<file path="src/rtl/core/stt_pkg.sv">
package stt_pkg;

  localparam int SLOTS       = 16;
  localparam int MAX_RESULTS = 16;

  localparam int OP_W   = 3;
  localparam int WORD_W = 32;
  localparam int STAT_W = 2;
  localparam int POS_W  = 4;
  localparam int OCC_W  = 5;

  localparam int IDX_W = (SLOTS > 1) ? $clog2(SLOTS) : 1;
  localparam int CNT_W = $clog2(SLOTS + 1);
  localparam int RES_W = $clog2(MAX_RESULTS + 1);

  localparam logic signed [WORD_W-1:0] EMPTY_WORD = '1;

  typedef enum logic [OP_W-1:0] {
    OP_ADD    = 3'd0,
    OP_REMOVE = 3'd1,
    OP_FIND   = 3'd2,
    OP_DUMP   = 3'd3,
    OP_COUNT  = 3'd4
  } op_t;

  typedef enum logic [STAT_W-1:0] {
    ST_OK        = 2'd0,
    ST_FULL      = 2'd1,
    ST_NOT_FOUND = 2'd2
  } status_t;

  typedef enum logic [1:0] {
    S_IDLE,
    S_SCAN,
    S_FINISH
  } seq_state_t;

  typedef struct packed {
    status_t                  status;
    logic [POS_W-1:0]         position;
    logic signed [WORD_W-1:0] word;
    logic [OCC_W-1:0]         occupied;
    logic                     last;
  } rsp_t;

  typedef struct packed {
    logic valid;
    rsp_t rsp;
  } push_t;

endpackage

</file>
<file path="src/rtl/core/stt_cmd_if.sv">
interface stt_cmd_if;
  import stt_pkg::*;

  logic                     valid;
  logic                     ready;
  logic [OP_W-1:0]          op;
  logic signed [WORD_W-1:0] value;

  modport source (output valid, output op, output value, input ready);
  modport sink (input valid, input op, input value, output ready);

endinterface

</file>
<file path="src/rtl/core/stt_rsp_if.sv">
interface stt_rsp_if;
  import stt_pkg::*;

  logic                     valid;
  logic                     ready;
  logic [STAT_W-1:0]        status;
  logic [POS_W-1:0]         position;
  logic signed [WORD_W-1:0] word;
  logic [OCC_W-1:0]         occupied;
  logic                     last;

  modport source (output valid, output status, output position, output word,
                  output occupied, output last, input ready);
  modport sink (input valid, input status, input position, input word,
                input occupied, input last, output ready);

endinterface

</file>
<file path="src/rtl/core/stt_ram.sv">
module stt_ram #(
  parameter int WIDTH = 32,
  parameter int DEPTH = 16
) (
  input  logic                                       clk,
  input  logic                                       wr_en,
  input  logic [((DEPTH > 1) ? $clog2(DEPTH) : 1)-1:0] wr_addr,
  input  logic [WIDTH-1:0]                           wr_data,
  input  logic [((DEPTH > 1) ? $clog2(DEPTH) : 1)-1:0] rd_addr,
  output logic [WIDTH-1:0]                           rd_data
);

  logic [WIDTH-1:0] mem [DEPTH];

  always_ff @(posedge clk) begin
    if (wr_en) begin
      mem[wr_addr] <= wr_data;
    end
    rd_data <= mem[rd_addr];
  end

endmodule

</file>
<file path="src/rtl/core/stt_seq.sv">
module stt_seq (
  input  logic                     clk,
  input  logic                     rst,
  stt_cmd_if.sink                  cmd,
  output stt_pkg::push_t           push,
  input  logic                     out_free,
  output logic [stt_pkg::IDX_W-1:0] rd_addr,
  output logic                     ram_we,
  output logic [stt_pkg::IDX_W-1:0] wr_addr,
  output logic [stt_pkg::WORD_W-1:0] wr_data,
  input  logic [stt_pkg::WORD_W-1:0] rd_data
);
  import stt_pkg::*;

  seq_state_t               state, state_next;
  op_t                      op_r, op_r_next;
  logic signed [WORD_W-1:0] value_r, value_r_next;
  logic [IDX_W-1:0]         cur, cur_next;
  logic [SLOTS-1:0]         slot_valid, slot_valid_next;
  rsp_t                     held, held_next;
  logic                     held_v, held_v_next;
  logic [RES_W-1:0]         nres, nres_next;
  logic [CNT_W-1:0]         cnt, cnt_next;

  logic signed [WORD_W-1:0] word_rd;
  logic                     is_empty;
  logic                     is_match;
  logic                     at_end;
  logic                     room;
  logic                     new_res;
  rsp_t                     new_rsp;
  logic                     fin;
  logic                     go;
  logic                     add_hit;
  logic                     rem_hit;
  logic [CNT_W-1:0]         cnt_inc;

  assign cmd.ready = (state == S_IDLE);
  assign word_rd   = slot_valid[cur] ? rd_data : EMPTY_WORD;
  assign is_empty  = (word_rd == EMPTY_WORD);
  assign is_match  = (word_rd == value_r);
  assign at_end    = (cur == IDX_W'(SLOTS - 1));
  assign room      = (nres < RES_W'(MAX_RESULTS));
  assign cnt_inc   = cnt + CNT_W'(!is_empty);
  assign wr_addr   = cur;
  assign wr_data   = value_r;

  always_comb begin
    state_next      = state;
    op_r_next       = op_r;
    value_r_next    = value_r;
    cur_next        = cur;
    slot_valid_next = slot_valid;
    held_next       = held;
    held_v_next     = held_v;
    nres_next       = nres;
    cnt_next        = cnt;
    push            = '0;
    rd_addr         = cur;
    ram_we          = 1'b0;
    new_res         = 1'b0;
    new_rsp         = '0;
    new_rsp.status  = ST_OK;
    fin             = 1'b0;
    go              = 1'b0;
    add_hit         = 1'b0;
    rem_hit         = 1'b0;

    unique case (state)
      S_IDLE: begin
        rd_addr = '0;
        if (cmd.valid && (cmd.op <= OP_COUNT)) begin
          state_next   = S_SCAN;
          op_r_next    = op_t'(cmd.op);
          value_r_next = cmd.value;
          cur_next     = '0;
          held_v_next  = 1'b0;
          nres_next    = '0;
          cnt_next     = '0;
        end
      end
      S_SCAN: begin
        unique case (op_r)
          OP_ADD: begin
            if (is_empty) begin
              add_hit          = 1'b1;
              new_res          = 1'b1;
              new_rsp.position = POS_W'(cur);
              fin              = 1'b1;
            end else if (at_end) begin
              new_res        = 1'b1;
              new_rsp.status = ST_FULL;
              fin            = 1'b1;
            end
          end
          OP_REMOVE: begin
            rem_hit = is_match;
            if (at_end) begin
              new_res = 1'b1;
              fin     = 1'b1;
            end
          end
          OP_FIND: begin
            if (is_match && room) begin
              new_res          = 1'b1;
              new_rsp.position = POS_W'(cur);
            end
            fin = at_end;
          end
          OP_DUMP: begin
            if (room) begin
              new_res          = 1'b1;
              new_rsp.position = POS_W'(cur);
              new_rsp.word     = word_rd;
            end
            fin = at_end;
          end
          OP_COUNT: begin
            if (at_end) begin
              new_res          = 1'b1;
              new_rsp.occupied = OCC_W'(cnt_inc);
              fin              = 1'b1;
            end
          end
          default: begin
            fin = 1'b1;
          end
        endcase

        go = !(new_res && held_v) || out_free;
        if (go) begin
          push.valid    = new_res && held_v;
          push.rsp      = held;
          push.rsp.last = 1'b0;
          ram_we        = add_hit;
          cur_next      = cur + IDX_W'(1);
          cnt_next      = cnt_inc;
          if (add_hit) begin
            slot_valid_next[cur] = 1'b1;
          end
          if (rem_hit) begin
            slot_valid_next[cur] = 1'b0;
          end
          if (new_res) begin
            held_next   = new_rsp;
            held_v_next = 1'b1;
            nres_next   = nres + RES_W'(1);
          end
          if (fin) begin
            state_next = S_FINISH;
          end else begin
            rd_addr = cur + IDX_W'(1);
          end
        end
      end
      S_FINISH: begin
        rd_addr    = '0;
        push.valid = out_free;
        if (held_v) begin
          push.rsp = held;
        end else begin
          push.rsp.status = ST_NOT_FOUND;
        end
        push.rsp.last = 1'b1;
        if (out_free) begin
          state_next = S_IDLE;
        end
      end
      default: begin
        state_next = S_IDLE;
      end
    endcase
  end

  always_ff @(posedge clk) begin
    if (rst) begin
      state      <= S_IDLE;
      slot_valid <= '0;
      held_v     <= 1'b0;
      nres       <= '0;
    end else begin
      state      <= state_next;
      slot_valid <= slot_valid_next;
      held_v     <= held_v_next;
      nres       <= nres_next;
    end
    op_r    <= op_r_next;
    value_r <= value_r_next;
    cur     <= cur_next;
    held    <= held_next;
    cnt     <= cnt_next;
  end

`ifndef SYNTHESIS
  a_push_has_room: assert property (@(posedge clk) disable iff (rst)
    push.valid |-> out_free)
    else $error("result pushed while the output register is busy");

  a_finish_holds_result: assert property (@(posedge clk) disable iff (rst)
    (state == S_FINISH) && (op_r != OP_FIND) |-> held_v)
    else $error("operation finished without a pending result");

  a_result_limit: assert property (@(posedge clk) disable iff (rst)
    nres <= RES_W'(MAX_RESULTS))
    else $error("result count exceeds the limit");

  a_write_only_empty: assert property (@(posedge clk) disable iff (rst)
    ram_we |-> (state == S_SCAN) && (op_r == OP_ADD) && is_empty)
    else $error("add overwrote an occupied slot");

  a_scan_finishes: assert property (@(posedge clk) disable iff (rst)
    (state == S_SCAN) && at_end && go |=> (state == S_FINISH))
    else $error("scan ran past the last slot");
`endif

endmodule

</file>
<file path="src/rtl/core/slot_table_insert_remove_find.sv">
// Slot table with add, remove, find, dump and count commands.
// Commands arrive on the cmd channel (op, value); each transfer is taken
// only while the block is idle, so one command is worked on at a time.
// Results leave on the rsp channel, one or more per command, and the final
// result of a command carries last. Unused op codes are taken and dropped
// without any result.
// A command scans the slot memory one slot per cycle, lowest slot first,
// while the output does not hold it back; add stops at the first free
// slot. The single read port of the slot memory sets that pace. The next
// command is taken in the cycle after a command's final result is loaded.
// Results pass through a one-entry output register. When the receiver
// stalls while a result waits to be loaded, the scan holds on its current
// slot until the register drains, and nothing is lost or repeated.
// Reset empties every slot at once through per-slot valid bits; a cleared
// slot reads as -1. No clearing pass is needed.
module slot_table_insert_remove_find (
  input logic       clk,
  input logic       rst,
  stt_cmd_if.sink   cmd,
  stt_rsp_if.source rsp
);
  import stt_pkg::*;

  push_t              push;
  logic               out_free;
  rsp_t               rsp_q;
  logic               rsp_valid;
  logic [IDX_W-1:0]   rd_addr;
  logic [IDX_W-1:0]   wr_addr;
  logic               ram_we;
  logic [WORD_W-1:0]  wr_data;
  logic [WORD_W-1:0]  rd_data;

  assign out_free = !rsp_valid || rsp.ready;

  stt_ram #(
    .WIDTH (WORD_W),
    .DEPTH (SLOTS)
  ) u_ram (
    .clk     (clk),
    .wr_en   (ram_we),
    .wr_addr (wr_addr),
    .wr_data (wr_data),
    .rd_addr (rd_addr),
    .rd_data (rd_data)
  );

  stt_seq u_seq (
    .clk      (clk),
    .rst      (rst),
    .cmd      (cmd),
    .push     (push),
    .out_free (out_free),
    .rd_addr  (rd_addr),
    .ram_we   (ram_we),
    .wr_addr  (wr_addr),
    .wr_data  (wr_data),
    .rd_data  (rd_data)
  );

  always_ff @(posedge clk) begin
    if (rst) begin
      rsp_valid <= 1'b0;
    end else if (push.valid) begin
      rsp_valid <= 1'b1;
    end else if (rsp.ready) begin
      rsp_valid <= 1'b0;
    end
    if (push.valid) begin
      rsp_q <= push.rsp;
    end
  end

  assign rsp.valid    = rsp_valid;
  assign rsp.status   = rsp_q.status;
  assign rsp.position = rsp_q.position;
  assign rsp.word     = rsp_q.word;
  assign rsp.occupied = rsp_q.occupied;
  assign rsp.last     = rsp_q.last;

endmodule
</file>
<file path="src/flat_wrapper.sv">
// flat-port wrapper written by rule: the top's interface ports become plain ports
module slot_table_insert_remove_find_flat import stt_pkg::*;
  (clk, rst, cmd_valid, cmd_op, cmd_value, cmd_ready, rsp_valid, rsp_status, rsp_position, rsp_word, rsp_occupied, rsp_last, rsp_ready);
  stt_cmd_if cmd_i ();
  stt_rsp_if rsp_i ();
  input logic clk;
  input logic rst;
  input wire logic [$bits(cmd_i.valid)-1:0] cmd_valid;
  input wire logic [$bits(cmd_i.op)-1:0] cmd_op;
  input wire logic [$bits(cmd_i.value)-1:0] cmd_value;
  output wire logic [$bits(cmd_i.ready)-1:0] cmd_ready;
  output wire logic [$bits(rsp_i.valid)-1:0] rsp_valid;
  output wire logic [$bits(rsp_i.status)-1:0] rsp_status;
  output wire logic [$bits(rsp_i.position)-1:0] rsp_position;
  output wire logic [$bits(rsp_i.word)-1:0] rsp_word;
  output wire logic [$bits(rsp_i.occupied)-1:0] rsp_occupied;
  output wire logic [$bits(rsp_i.last)-1:0] rsp_last;
  input wire logic [$bits(rsp_i.ready)-1:0] rsp_ready;
  assign cmd_i.valid = cmd_valid;
  assign cmd_i.op = cmd_op;
  assign cmd_i.value = cmd_value;
  assign cmd_ready = cmd_i.ready;
  assign rsp_valid = rsp_i.valid;
  assign rsp_status = rsp_i.status;
  assign rsp_position = rsp_i.position;
  assign rsp_word = rsp_i.word;
  assign rsp_occupied = rsp_i.occupied;
  assign rsp_last = rsp_i.last;
  assign rsp_i.ready = rsp_ready;
  slot_table_insert_remove_find u_core (.clk(clk), .rst(rst), .cmd(cmd_i), .rsp(rsp_i));
endmodule
</file>
<file path="config.mk">
export PLATFORM = sky130hd
export DESIGN_NAME = slot_table_insert_remove_find_flat
export DESIGN_NICKNAME = d
export VERILOG_FILES = /design/src/rtl/core/stt_pkg.sv /design/src/rtl/core/stt_cmd_if.sv /design/src/rtl/core/stt_rsp_if.sv /design/src/rtl/core/stt_ram.sv /design/src/rtl/core/stt_seq.sv /design/src/rtl/core/slot_table_insert_remove_find.sv /design/src/flat_wrapper.sv
export SDC_FILE = /design/constraint.sdc
export NUM_CORES = 1
export LEC_CHECK = 0
export BUFFER_PORTS_ARGS = -buffer_cell sky130_fd_sc_hd__buf_2
export CAP_MARGIN = 5
export CORE_ASPECT_RATIO = 1.25
export CORE_MARGIN = 1
export CORE_UTILIZATION = 50
export DETAILED_ROUTE_END_ITERATION = 10
export PLACE_DENSITY = 0.66
export SYNTH_ARGS = -nofsm -noshare
export SYNTH_HDL_FRONTEND = slang
export SYNTH_SLANG_ARGS = --single-unit
export TNS_END_PERCENT = 5
</file>
<file path="constraint.sdc">
create_clock -name clk -period 8.1 [get_ports clk]
set_input_delay 0.405 -clock clk [delete_from_list [all_inputs] [get_ports clk]]
set_output_delay 0.405 -clock clk [all_outputs]
set_load 0.1 [all_outputs]
</file>
# Word level (Yosys, flattened, before mapping)
# Memories as Yosys holds them, arrays and structs flattened. A register that Yosys moved wholly into a read port is not among the register bits.
# Index checks and enable logic that the tools add are counted.
[op_classes]
addsub = 3
n_lt_le_gt_ge = 4
eq_ne = 14
n_mux = 58
bitwise = 4
reduce_logical = 25
[op_table]
columns = ["operator", "count"]
rows = [
  ["45-bit one-hot mux with 2 select lines", 1],
  ["16-bit two-way mux", 4],
  ["45-bit two-way mux", 1],
  ["42-bit two-way mux", 1],
  ["36-bit two-way mux", 1],
  ["32-bit by 1-bit equality test with 1-bit output, second input constant", 1],
  ["32-bit equality test", 1],
  ["32-bit two-way mux", 1],
  ["4-bit two-way mux", 6],
  ["1-bit two-way mux", 23],
  ["5-bit two-way mux", 4],
  ["5-bit one-hot mux with 2 select lines", 2],
  ["16-bit AND", 1],
  ["16-bit inverter", 1],
  ["16-bit OR", 1],
  ["4-bit one-hot mux with 2 select lines", 2],
  ["4-bit one-hot mux with 3 select lines", 1],
  ["2-bit two-way mux", 5],
  ["2-bit inequality test, second input constant", 4],
  ["2-bit AND reduction", 4],
  ["4-bit AND reduction", 2],
  ["2-bit OR reduction", 4],
  ["3-bit by 2-bit equality test with 1-bit output, second input constant", 2],
  ["2-bit one-hot mux with 3 select lines", 1],
  ["26 further kinds", 34],
]
[word_totals]
regBits = 156
ramBits = 512
input_bits = 39
output_inout_bits = 46
n_memories = 1
[mem_list]
columns = ["memory", "words", "word_bits", "rd", "rd_clocked_by_memory_dff", "wr", "line", "rtl"]
rows = [
  ["u_core.u_ram.mem", 16, 32, 1, 1, 1, "stt_ram.sv:13", "logic [WIDTH-1:0] mem [DEPTH];"],
]

# Depth between registers and ports, before layout
[logic_depth]
word_depth = 15
ltp_mapped = 19
depth_no_buf = 13

# By module
# A second synthesis with hierarchy kept.
[unflattened]
cells_unflattened = 1475
area_unflattened_um2 = 27184.8
[modules_own_cells]
columns = ["module", "instances", "cells_per_inst", "area_each_um2", "seq_area_each_um2"]
rows = [
  ["stt_ram", 1, 838, 19854.0, 16015.4],
  ["stt_seq", 1, 589, 5963.2, 3062.9],
  ["slot_table_insert_remove_find", 1, 48, 1367.6, 1341.3],
]

# Worst setup path after synthesis
# No wires, ideal clock.
[synth_path]
path_type = "reg-to-reg"
from = "register u_core.u_seq.cur[0] (netlist: u_core.u_seq.wr_addr[0])"
to = "register u_core.u_seq.held[10] (netlist name), enable pin"
t_arrival_ns = 5.548
path_slack_ns = 2.058
path_stages_with_launch = 14
path_buffers = 3
period_less_slack_ns = 6.042
path_cell_list = "edfxtp_1 -> buf_6 -> buf_8 -> mux2i_1 -> a22oi_4 -> a21boi_4 -> buf_6 -> nor4_2 -> a311oi_1 -> nor4_1 -> nand4_2 -> a221oi_4 -> nor2_2 -> nor3_1"
[synth_via]
elab_chain_len = 12
word_cells_on_any_way = 16
classes_between = "eq/ne: 3; mux: 8; reduce/logical: 5"
[synth_lines]
columns = ["element", "line", "rtl"]
rows = [
  ["start: declaration", "stt_seq.sv:18", "logic [IDX_W-1:0] cur, cur_next;"],
  ["start signal: assignment", "stt_seq.sv:189", "cur <= cur_next;"],
  ["1-bit binary-select mux with 4-bit select", "stt_seq.sv:39", "assign word_rd = slot_valid[cur] ? rd_data : EMPTY_WORD;"],
  ["1-bit two-way mux (implied by the code)", "stt_seq.sv:39", ""],
  ["32-bit two-way mux", "stt_seq.sv:39", ""],
  ["32-bit equality test", "stt_seq.sv:41", "assign is_match = (word_rd == value_r);"],
  ["1-bit logical AND", "stt_seq.sv:104", "if (is_match && room) begin"],
  ["1-bit two-way mux", "stt_seq.sv:104", ""],
  ["1-bit one-hot mux with 4 select lines (*)", "stt_seq.sv:83", "unique case (op_r)"],
  ["1-bit two-way mux (*)", "stt_seq.sv:69", "unique case (state)"],
  ["1-bit logical AND", "stt_seq.sv:130", "go = !(new_res && held_v) || out_free;"],
  ["1-bit zero test", "stt_seq.sv:130", ""],
  ["1-bit logical OR", "stt_seq.sv:130", ""],
  ["3-bit AND reduction (no line) (*)", "n/a", ""],
  ["end signal: assignment", "stt_seq.sv:190", "held <= held_next;"],
  ["end: declaration", "stt_seq.sv:20", "rsp_t held, held_next;"],
]
# Mark *: on every way between the ends. The rest lies on a longest branch, timed or not. The select of a mux whose other input is x is not followed.
# A chain may end at the register's enable or synchronous reset.

# Worst setup path in the final report
[layout_path]
from = "register u_core.u_seq.cur[2] (netlist: u_core.u_seq.wr_addr[2])"
to = "register u_core.u_ram.rd_data[30], read port of u_core.u_ram.mem"
[layout_via]
elab_chain_len = 13
word_cells_on_any_way = 21
classes_between = "add/sub: 1; eq/ne: 3; mux: 13; reduce/logical: 4"
[layout_lines]
columns = ["element", "line", "rtl"]
rows = [
  ["1-bit binary-select mux with 4-bit select", "stt_seq.sv:39", ""],
  ["1-bit two-way mux (implied by the code)", "stt_seq.sv:39", ""],
  ["32-bit two-way mux", "stt_seq.sv:39", ""],
  ["32-bit equality test", "stt_seq.sv:41", ""],
  ["1-bit logical AND", "stt_seq.sv:104", ""],
  ["1-bit two-way mux", "stt_seq.sv:104", ""],
  ["1-bit one-hot mux with 4 select lines", "stt_seq.sv:83", ""],
  ["1-bit two-way mux", "stt_seq.sv:69", ""],
  ["1-bit logical AND", "stt_seq.sv:130", ""],
  ["1-bit zero test", "stt_seq.sv:130", ""],
  ["1-bit logical OR", "stt_seq.sv:130", ""],
  ["4-bit two-way mux", "stt_seq.sv:131", "if (go) begin"],
  ["4-bit one-hot mux with 2 select lines (*)", "stt_seq.sv:69", ""],
  ["end: declaration", "stt_ram.sv:10", "output logic [WIDTH-1:0] rd_data"],
]
# Marked as above.

==> results_dict.tcl <==
set metrics [dict create \
    fin_skew_ps 25.0 \
    avgSynthCellArea_um2 12.4 \
    n_antenna_cell 0 \
    r2r_cells 14 \
    setup_tns_ps 0 \
    synthArstFlopShare 0 \
    stdcell_count 3183 \
    synth_edf_count 642 \
    fmax_mhz 159 \
    antenna_found_initial 0 \
    cp-start-kind "register" \
    r2r_slack_ps 1800 \
    dr.pass1.iters 5 \
    drv_slew 0 \
    worst-slew-pin-transition_ps 1120 \
    grt_pass1_vias 18100 \
    critical_path_class "reg2reg" \
    cts.sinks 699 \
    synth_top_area_cell "edfxtp_1" \
    start_util 0.507 \
    io_buffers 84 \
    die_y_um 269 \
    cts_tree "done" \
    m1WireLength_mm 29.9 \
    netSwitchingPower_mw 3.90 \
    fin_ws_ps 1800 \
    die_w_um 215 \
    timing.rr.end "u_core.u_ram.rd_data[30]" \
    p_seq_frac 0.442 \
    grt_usage 0.263 \
    wl_met2_mm 38.1 \
    status "finished clean" \
    crit_family "simple AND/OR/NAND/NOR gates" \
    drive_gt1_frac 0.117 \
    yosysWarnings 0 \
    clkSlewWorstSetupHoldPaths_ps 60 \
    crit_fanout 75 \
    highest_layer "met4" \
    critical_path.endpoint_type "register" \
    rows 97 \
    slowest_stage "buf_4" \
    insertion_delay_ps 630 \
    dp.cells 3021 \
    cts_inserted_buffers 69 \
    fp.coreArea_um2 56100 \
    routed_via_density 5.91 \
    wirelength_mm 76.0 \
    cts_resized 0 \
    power.clock.fraction 0.290 \
    synth_cells 2290 \
    maxCapViolCount 0 \
    p_sw_frac 0.361 \
    grt_overflow 0 \
    areaGrowthSynthToFinish_pct 13.5 \
    holdPathEnd "u_core.u_seq.wr_data[28]" \
    fin_nets 2435 \
    combPwrFrac 0.268 \
    post-route-period-util 0.777 \
    path_depth 14 \
    fin_crit_ps 6300 \
    drt_iter0_drc 2052 \
    finalHoldViolCount 0 \
    hp-start "cmd_value[28]" \
    ir_drop_mv 0.341 \
    rsz0062_at_grt "false" \
    yosys-top-cells-count "edfxtp_1 (642), nand2_1 (549), nand3_1 (421), nor2_1 (109), clkbuf_1 (88)" \
    place_ws_ps 2010 \
    ctsRootBufferMaster "clkbuf_16" \
    cts_max_path_buffers 3 \
    yosys_register_bits 699 \
    hold_buffers 34 \
    synth.most_common_cell "edfxtp_1" \
    leakage_nw 11.1 \
    dp_hpwl_mm 42.8 \
    power_density_nw_per_um2 335 \
    ys_seq_area_frac 0.719 \
    htreeDepth 3 \
    hold_path_depth 1 \
    grt_pass1_wl_mm 112 \
    syn_area_um2 28400 \
    min_path_type "in2reg" \
    drc 0 \
    grt_max_degree 146 \
    place.gp.congestion 0.949 \
    routedWlPerCell_um 23.9 \
    vias 18800 \
    cpPeakStageDelay_ps 790 \
    syn_nets 2341 \
    finalSetupViolations 0 \
    finalPower_mw 10.8 \
    synthTopCellsByArea "edfxtp_1 (68%), nand3_1 (7.4%), nand2_1 (7.3%)" \
    intPower_mw 6.91 \
    postCtsSetupBuffers 0 \
    synth.distinct_cells 65 \
    slew_headroom 0.251 \
    dieArea_um2 57800 \
    antenna_left 0 \
    path_cells "nor2b_1 > a22oi_4 > a21o_1 > nand2_2 > a311oi_1 > nor4_1 > nand4_2 > a221oi_4 > o211a_4 > buf_4 > buf_4 > a211oi_1 > a22oi_1 > o311ai_0" \
    cp_data_required_time_ps 8540 \
    r2r-start "u_core.u_seq.wr_addr[2]" \
    cpMostUsedCell "buf_4" \
    synthFlopType "edfxtp_1" \
    arrival_ps 6740 \
    fin_util 0.575 \
    synth_top_area_share 0.678 \
    boundaryPins 85 \
    path_buf_inv 2 \
    wl_met3_mm 5.40 \
]
==> power groups by stage <==
stage | Sequential, mW | Combinational, mW | Clock [mW]
after floorplan | 4.65 | 2.08 | 0
after global placement | 4.83 | 2.83 | 0
after detailed placement | 4.84 | 2.86 | 0
after CTS | 4.76 | 2.89 | 3.18
after global routing | 4.79 | 3.18 | 3.31
final | 4.78 | 2.90 | 3.14
==> per-layer routing <==
layer	up-vias	track usage
met5	-	0
met4	0	0.110
met3	165	0.0369
met2	797	0.457
met1	9291	0.331
li1	8545	-
==> worst max-delay path by stage <==
| stage | startpoint | endpoint |
|---|---|---|
| floorplan | u_core.u_seq.wr_addr[0] | u_core.u_seq.held[10] |
| global placement | u_core.u_seq.wr_addr[2] | u_core.u_ram.rd_data[29] |
| detailed placement | u_core.u_seq.wr_addr[2] | u_core.u_ram.rd_data[29] |
| CTS | u_core.u_seq.wr_addr[2] | u_core.u_ram.rd_data[30] |
| global route | u_core.u_seq.wr_addr[2] | u_core.u_ram.rd_data[30] |
| finish | u_core.u_seq.wr_addr[2] | u_core.u_ram.rd_data[30] |
==> cell families after synthesis <==
| kind of cell | after synthesis | synth area share |
|---|---|---|
| flip-flops | 699 | 0.719 |
| multiplexers | 22 | 0.00775 |
| XOR/XNOR | 21 | 0.00647 |
| AND/OR/NAND/NOR | 1258 | 0.203 |
| adder cells (fa/ha/maj) | 12 | 0.00528 |
| buffers and inverters | 161 | 0.0239 |
| AO/OA/AOI/OAI | 117 | 0.0351 |
==> registers in the layout (all words and copies together) (netlist names), named ones only <==
register / cells
u_core.rsp.last: 1
u_core.rsp.occupied: 5
u_core.rsp.position: 4
u_core.rsp.status: 2
u_core.rsp.valid: 1
u_core.rsp.word: 32
u_core.u_ram.mem: 512
u_core.u_ram.rd_data: 32
u_core.u_seq.cnt: 5
u_core.u_seq.held: 42
u_core.u_seq.held_v: 1
u_core.u_seq.nres: 5
u_core.u_seq.op_r: 3
u_core.u_seq.slot_valid: 15
u_core.u_seq.state: 2
u_core.u_seq.wr_addr: 4
u_core.u_seq.wr_data: 32
==> metrics by stage <==
| stage | area, um^2 | hold WS, ps |
|---|---|---|
| floorplan | 28400 | 449 |
| global placement | 29700 | 464 |
| detailed placement | 29700 | 496 |
| CTS | 32300 | 7.67 |
| global route | 32300 | 4.09 |
| finish | 32300 | 25.7 |
==> cell usage in the layout (no fill, tap or decap), types with 17 or more instances in the layout <==
master	instances
clkbuf_1	17
buf_4	34
nor3_1	19
nand2_1	549
nor4_1	22
nor2_1	88
mux2i_1	22
a31oi_1	22
buf_2	84
clkbuf_16	73
nand4_1	41
nor4b_1	18
edfxtp_1	642
and2_1	49
inv_1	28
dfxtp_1	57
nor2_4	21
dlygate4sd3_1	34
nand3_1	421
xnor2_1	17
==> final cells by class <==
cell class                      count  area (um^2)
Fill cell                        4553        23800
Sequential cell                   699        20400
Multi-Input combinational cell   1430         7500
Clock buffer                       91         1900
Timing Repair Buffer              155         1080
Tap cell                          742          928
Clock inverter                     37          310
Inverter                           29          110
(Power assumes the default switching activity.)
